--- src/hw/rtl/ltsb_pkg.sv ---
// Shared types and constants for the LRU texture slot binder.
`default_nettype none

package ltsb_pkg;

  localparam int TEX_ID_W = 8;
  localparam int SLOT_W = 4;
  localparam int LIMIT_W = 5;
  localparam logic [LIMIT_W-1:0] LIMIT_RESET = 5'd16;

  typedef enum logic [3:0] {
    CLEAR  = 4'b0001,
    IDLE   = 4'b0010,
    CHECK  = 4'b0100,
    UPDATE = 4'b1000
  } state_t;

endpackage

`default_nettype wire

--- src/hw/rtl/lru_texture_slot_binder_unit.sv ---
// Top level of the LRU texture slot binder: lookup memories, recency order and control.
// Flow: an accepted request moves through CHECK and UPDATE, and its result is loaded into
//   the output register in UPDATE. A new request is taken only back in IDLE, after the
//   texture table read, the slot owner read and the update, which waits while a stalled
//   result holds the output register. Reset: synchronous; clears the slot count and control,
//   sets slot_limit to 16, then clears all 256 texture table entries with requests stalled.
`default_nettype none

module lru_texture_slot_binder_unit #(
  parameter int SLOT_COUNT = 16,
  parameter int TEXTURE_COUNT = 256
) (
  input  wire logic                              clk,
  input  wire logic                              rst,
  input  wire logic                              in_valid,
  output logic                                   in_stall,
  input  wire logic [ltsb_pkg::TEX_ID_W-1:0]     texture_id,
  output logic                                   out_valid,
  input  wire logic                              out_stall,
  output logic [ltsb_pkg::SLOT_W-1:0]            bound_slot,
  output logic                                   was_hit,
  output logic                                   did_evict,
  output logic [ltsb_pkg::TEX_ID_W-1:0]          evicted_texture,
  input  wire logic                              cfg_valid,
  output logic                                   cfg_ready,
  input  wire logic [ltsb_pkg::LIMIT_W-1:0]      cfg_data
);

  localparam int SW = (SLOT_COUNT > 1) ? $clog2(SLOT_COUNT) : 1;
  localparam int CW = $clog2(SLOT_COUNT + 1);
  localparam int TW = (TEXTURE_COUNT > 1) ? $clog2(TEXTURE_COUNT) : 1;

  // wrap an 8-bit index into the texture range
  function automatic logic [TW-1:0] wrap_tex(input logic [ltsb_pkg::TEX_ID_W-1:0] v);
    logic [TW-1:0] w;
    w = '0;
    for (int k = 0; k < 256; k++) begin
      if (v == 8'(k)) begin
        w = TW'(k % TEXTURE_COUNT);
      end
    end
    return w;
  endfunction

  ltsb_pkg::state_t state;

  logic [ltsb_pkg::LIMIT_W-1:0] slot_limit;
  logic [CW-1:0]                used;
  logic [CW-1:0]                lim_eff;
  logic [TW-1:0]                clear_addr;

  logic [SW-1:0] tex_mem [TEXTURE_COUNT];
  logic [TW-1:0] owner_mem [SLOT_COUNT];
  logic [SW-1:0] order [SLOT_COUNT];
  logic [SW-1:0] rank [SLOT_COUNT];

  logic [TW-1:0] tex;
  logic [SW-1:0] tslot;
  logic [TW-1:0] owner_rd_a;
  logic [TW-1:0] owner_rd_b;

  logic          accept;
  logic          out_free;
  logic          out_load;
  logic [SW-1:0] lru_slot;
  logic          hit;
  logic          full;
  logic [SW-1:0] sel_slot;
  logic [SW-1:0] sel_rank;
  logic          evict;

  assign cfg_ready = 1'b1;
  assign in_stall  = (state != ltsb_pkg::IDLE);
  assign accept    = in_valid && (state == ltsb_pkg::IDLE);
  assign out_free  = !out_valid || !out_stall;
  assign out_load  = (state == ltsb_pkg::UPDATE) && out_free;
  assign lru_slot  = order[SW'(used - CW'(1))];

  always_comb begin
    if (slot_limit == '0) begin
      lim_eff = CW'(1);
    end else if (32'(slot_limit) > 32'(SLOT_COUNT)) begin
      lim_eff = CW'(SLOT_COUNT);
    end else begin
      lim_eff = CW'(slot_limit);
    end
  end

  always_comb begin
    hit      = (CW'(tslot) < used) && (owner_rd_a == tex);
    full     = (used >= lim_eff);
    evict    = 1'b0;
    sel_slot = tslot;
    sel_rank = rank[tslot];
    if (!hit) begin
      if (!full) begin
        sel_slot = SW'(used);
        sel_rank = SW'(used);
      end else begin
        evict    = 1'b1;
        sel_slot = lru_slot;
        sel_rank = SW'(used - CW'(1));
      end
    end
  end

  // control
  always_ff @(posedge clk) begin
    if (rst) begin
      state      <= ltsb_pkg::CLEAR;
      clear_addr <= '0;
      used       <= '0;
      out_valid  <= 1'b0;
      slot_limit <= ltsb_pkg::LIMIT_RESET;
    end else begin
      if (cfg_valid && cfg_ready) begin
        slot_limit <= cfg_data;
      end
      if (out_load) begin
        out_valid <= 1'b1;
      end else if (!out_stall) begin
        out_valid <= 1'b0;
      end
      unique case (state)
        ltsb_pkg::CLEAR: begin
          clear_addr <= clear_addr + TW'(1);
          if (clear_addr == TW'(TEXTURE_COUNT - 1)) begin
            state <= ltsb_pkg::IDLE;
          end
        end
        ltsb_pkg::IDLE: begin
          if (in_valid) begin
            state <= ltsb_pkg::CHECK;
          end
        end
        ltsb_pkg::CHECK: begin
          state <= ltsb_pkg::UPDATE;
        end
        ltsb_pkg::UPDATE: begin
          if (out_free) begin
            state <= ltsb_pkg::IDLE;
            if (!hit && !full) begin
              used <= used + CW'(1);
            end
          end
        end
        default: begin
          state <= ltsb_pkg::IDLE;
        end
      endcase
    end
  end

  // texture table
  always_ff @(posedge clk) begin
    if (accept) begin
      tslot <= tex_mem[wrap_tex(texture_id)];
    end
    if (state == ltsb_pkg::CLEAR) begin
      tex_mem[clear_addr] <= '0;
    end else if (out_load && !hit) begin
      tex_mem[tex] <= sel_slot;
    end
  end

  // slot owner table
  always_ff @(posedge clk) begin
    if (accept) begin
      owner_rd_b <= owner_mem[lru_slot];
    end
    if (state == ltsb_pkg::CHECK) begin
      owner_rd_a <= owner_mem[tslot];
    end
    if (out_load && !hit) begin
      owner_mem[sel_slot] <= tex;
    end
  end

  // request, recency order and result
  always_ff @(posedge clk) begin
    if (accept) begin
      tex <= wrap_tex(texture_id);
    end
    if (out_load) begin
      bound_slot      <= ltsb_pkg::SLOT_W'(sel_slot);
      was_hit         <= hit;
      did_evict       <= evict;
      evicted_texture <= evict ? ltsb_pkg::TEX_ID_W'(owner_rd_b) : '0;
      order[0]        <= sel_slot;
      for (int k = 1; k < SLOT_COUNT; k++) begin
        if (SW'(k) <= sel_rank) begin
          order[k] <= order[k-1];
        end
      end
      for (int i = 0; i < SLOT_COUNT; i++) begin
        if (SW'(i) == sel_slot) begin
          rank[i] <= '0;
        end else if (rank[i] < sel_rank) begin
          rank[i] <= rank[i] + SW'(1);
        end
      end
    end
  end

endmodule

`default_nettype wire

--- config.mk ---
export PLATFORM = sky130hd
export DESIGN_NAME = lru_texture_slot_binder_unit
export DESIGN_NICKNAME = d
export VERILOG_FILES = /design/src/hw/rtl/ltsb_pkg.sv /design/src/hw/rtl/lru_texture_slot_binder_unit.sv
export SDC_FILE = /design/constraint.sdc
export NUM_CORES = 2
export LEC_CHECK = 0
export ABC_AREA = 1
export BUFFER_PORTS_ARGS = -buffer_cell sky130_fd_sc_hd__buf_2
export CAP_MARGIN = 20
export CORE_MARGIN = 3
export CORE_UTILIZATION = 60
export CTS_BUF_LIST = sky130_fd_sc_hd__clkbuf_16
export CTS_CLUSTER_DIAMETER = 80
export CTS_CLUSTER_SIZE = 20
export DETAILED_ROUTE_END_ITERATION = 8
export PLACE_DENSITY = 0.85
export SYNTH_ARGS = -nofsm -noshare
export SYNTH_HDL_FRONTEND = slang
export SYNTH_SLANG_ARGS = --single-unit
--- constraint.sdc ---
create_clock -name clk -period 17.05 [get_ports clk]
set_clock_uncertainty 0.2 [all_clocks]
set_input_delay 2.5575 -clock clk [delete_from_list [all_inputs] [get_ports clk]]
set_output_delay 2.5575 -clock clk [all_outputs]
set_load 0.01 [all_outputs]
==> flow_metrics.tcl <==
set metrics [dict create \
    clock_latency_ns 0.69 \
    drt-initial-drc-count 6116 \
    timing.critical_path.buf_inv 4 \
    wl_per_cell_um 21.92 \
    grt_pass1_vias 39630 \
    cp_max_fo 230 \
    cp_data_required_time_ns 17.41 \
    final_core_util_pct 64.15 \
    crit_type "in2reg" \
    overflow 0 \
    drtAntennaViolNets 0 \
    ys_seq_elements 1341 \
    ys.warnings.count 0 \
    switchingPower_mw 1.347 \
    routabilityCongestion 0.8903 \
    hold_slack_ns 0.2537 \
    vias 42040 \
    drive_gt1_share_pct 4.210 \
    multi_input_area_sq_um 16550 \
    fmax_mhz 153.9 \
    ir_worst_vdd_mv 0.1135 \
    min_path_type "reg2reg" \
    outcome "finished clean" \
    drt_first_pass_iters 9 \
    yosys-top-cells-area "edfxtp_1, nand2_1, nand3_1, nor2_1, o21ai_0" \
    syn_area_sq_um 59030 \
    ys_types 38 \
    htreeDepth 3 \
    drcViolationCount 0 \
    clockRootBuffer "clkbuf_16" \
    clock-sinks 1341 \
    crit_path_end_kind "flop" \
    synth_area_per_cell_sq_um 10.71 \
    wl_um 145700 \
    period_needed_ns 6.498 \
    synth_nets 5607 \
    pwr_density_cell_nw_per_um2 94.10 \
    antenna_found_initial 1 \
    die_h_um 319.7 \
    nFillCells 6843 \
    ios 35 \
    cts_buffers 78 \
    synth-edff-count 1318 \
    die_x_um 319.7 \
    grtUsageMet3_pct 6.182 \
    slowest_stage "buf_12" \
    rsz0062_at_grt "no" \
    p_leak_nw 23.19 \
    synth_top_area_share_pct 67.05 \
    clock_path_buffers 3 \
    yosysMostFrequentCell "edfxtp_1" \
    clockPowerShare_pct 32.1 \
    intPower_mw 4.516 \
    grt_use_met1_pct 36.25 \
    finalSetupTns_ns 0 \
    grt_usage_pct 27.88 \
    worstPathArrival_ns 6.86 \
    crit_family "buffers and inverters" \
    ctsResizeCount 0 \
    combPwrFrac_pct 6.8 \
    finalCritPeriodShare_pct 38.11 \
    relSlewSlack_pct 12.97 \
    synthCells 5514 \
    synth.largest_area_cell "edfxtp_1" \
    setup_viol 0 \
    cp_cell_sequence "buf_8 > inv_8 > buf_12 > buf_4 > o21ai_0 > o22ai_1 > nand2_1 > nand3_1 > nand3_1 > nand2_1 > nand2_1 > nand3_1 > nand3_1 > nand2_1" \
    pwr-share-seq_pct 61.1 \
    start_util_pct 60.77 \
    grt_pass1_wl_um 222300 \
    drv_cap 0 \
    netSwitchingFraction_pct 22.98 \
    cts_tree "built" \
    clk_pin_slew_ns 0.08 \
    tightestPinTransition_ns 1.305 \
    synth.top_cells.by_count "edfxtp_1, nand2_1, nand3_1" \
    grt.met2_usage_pct 45.77 \
    routed_via_density 6.326 \
    ff_latch_area_sq_um 40040 \
    ys_seq_area_share_pct 67.83 \
    placementRows 114 \
    async_flop_share_pct 0 \
    final_hold_viol_count 0 \
    cts_setup_buffers 0 \
    slew_viol_final 0 \
    finalNetCount 5434 \
    grt_start_max_net_pins 285 \
    top_usage_layer "met2" \
    core_sq_um 97140 \
    io_buffers 33 \
    max_stage_delay_ns 0.77 \
    dp_hpwl_um 85160 \
    ys.flop_type "edfxtp_1" \
    syn_to_final_growth_pct 5.556 \
    ctsHoldBuffers 0 \
    startpoint_type "primary input" \
    floorplan.die_area_sq_um 102200 \
]
[final cells by class]
class	count	share of cell area, %
sequential	1341	64.26
multi-input combinational	3530	26.57
clock buffer	78	3.133
tap	1276	2.562
inverter	297	1.819
timing repair buffer	93	1.251
clock inverter	29	0.4016
antenna	2	0.008032
[layout by cell type (no fill, tap or decap), types with 3 or more instances in the layout]
master,synthesis,routed
a211oi_1,16,16
a21oi_1,60,60
buf_12,0,5
buf_16,0,4
buf_2,32,30
buf_4,4,52
clkbuf_16,0,78
clkinv_1,2,3
clkinv_8,0,4
dfxtp_1,23,23
edfxtp_1,1318,1318
ha_1,75,75
inv_1,286,299
inv_2,8,8
nand2_1,1300,1299
nand2_2,5,5
nand3_1,949,949
nand4_1,5,5
nor2_1,590,585
nor2_2,9,10
nor2_4,0,4
nor3_1,10,10
o211ai_1,102,102
o21ai_0,273,273
o21ai_2,6,6
o221ai_1,14,14
o22ai_1,68,68
xnor2_1,18,18
xor2_1,17,17
[flip-flops by register name, indices dropped and copies added (netlist names)]
name,cells
state,4
used,5
slot_limit,5
did_evict,1
owner_rd_b,8
tex,8
order,64
tex_mem,1024
out_valid,1
rank,64
clear_addr,8
owner_mem,128
was_hit,1
evicted_texture,8
tslot,4
owner_rd_a,8
[cell families after synthesis]
family | synth area share, %
buffers and inverters | 4.197
AOI/OAI and AO/OA | 5.384
and+or+nand+nor | 20.48
other | 0.006353
xor gates and xnor gates | 0.5193
adders and majority gates | 1.590
DFF | 67.83
[power by group through the flow]
stage,Combinational (mW),Clock [mW],Sequential (mW)
floorplan,0.246,0,3.66
global placement,0.368,0,3.66
detailed placement,0.382,0,3.66
CTS,0.385,1.89,3.58
global route,0.429,2.01,3.58
finish,0.398,1.88,3.58
[metal layers]
layer	part of all wire (%)	wire length [um]
met1	36	52260
met2	48	69620
met3	12	17480
met4	4.4	6346
met5	0	0
[stage by stage]
stage                     cells  power (mW)  worst slack, ns  instance area (sq um)
after floorplan            5514       3.903            6.211                  59030
after global placement     6532       4.026            10.10                  59970
after detailed placement   6533       4.040            9.940                  60000
after CTS                  6640       5.853            10.67                  62200
after global routing       6644       6.018            10.41                  62300
final                      6646       5.863            10.55                  62310
[path summary, 6_finish.rpt]
kind                         startpoint                        end  slack [ns]  depth (start not counted)
setup / recovery          texture_id[0]         tslot[2]$_DFFE_PP_       10.55                         14
hold / removal    order[8][0]$_DFFE_PP_      order[9][0]$_DFFE_PP_        0.25                          0
setup reg to reg   used[0]$_SDFFE_PP0P_  tex_mem[180][2]$_DFFE_PP_       10.91                         14
hold reg to reg   order[8][0]$_DFFE_PP_      order[9][0]$_DFFE_PP_        0.25                          0
Note: power is estimated with default switching activity, not from simulation.
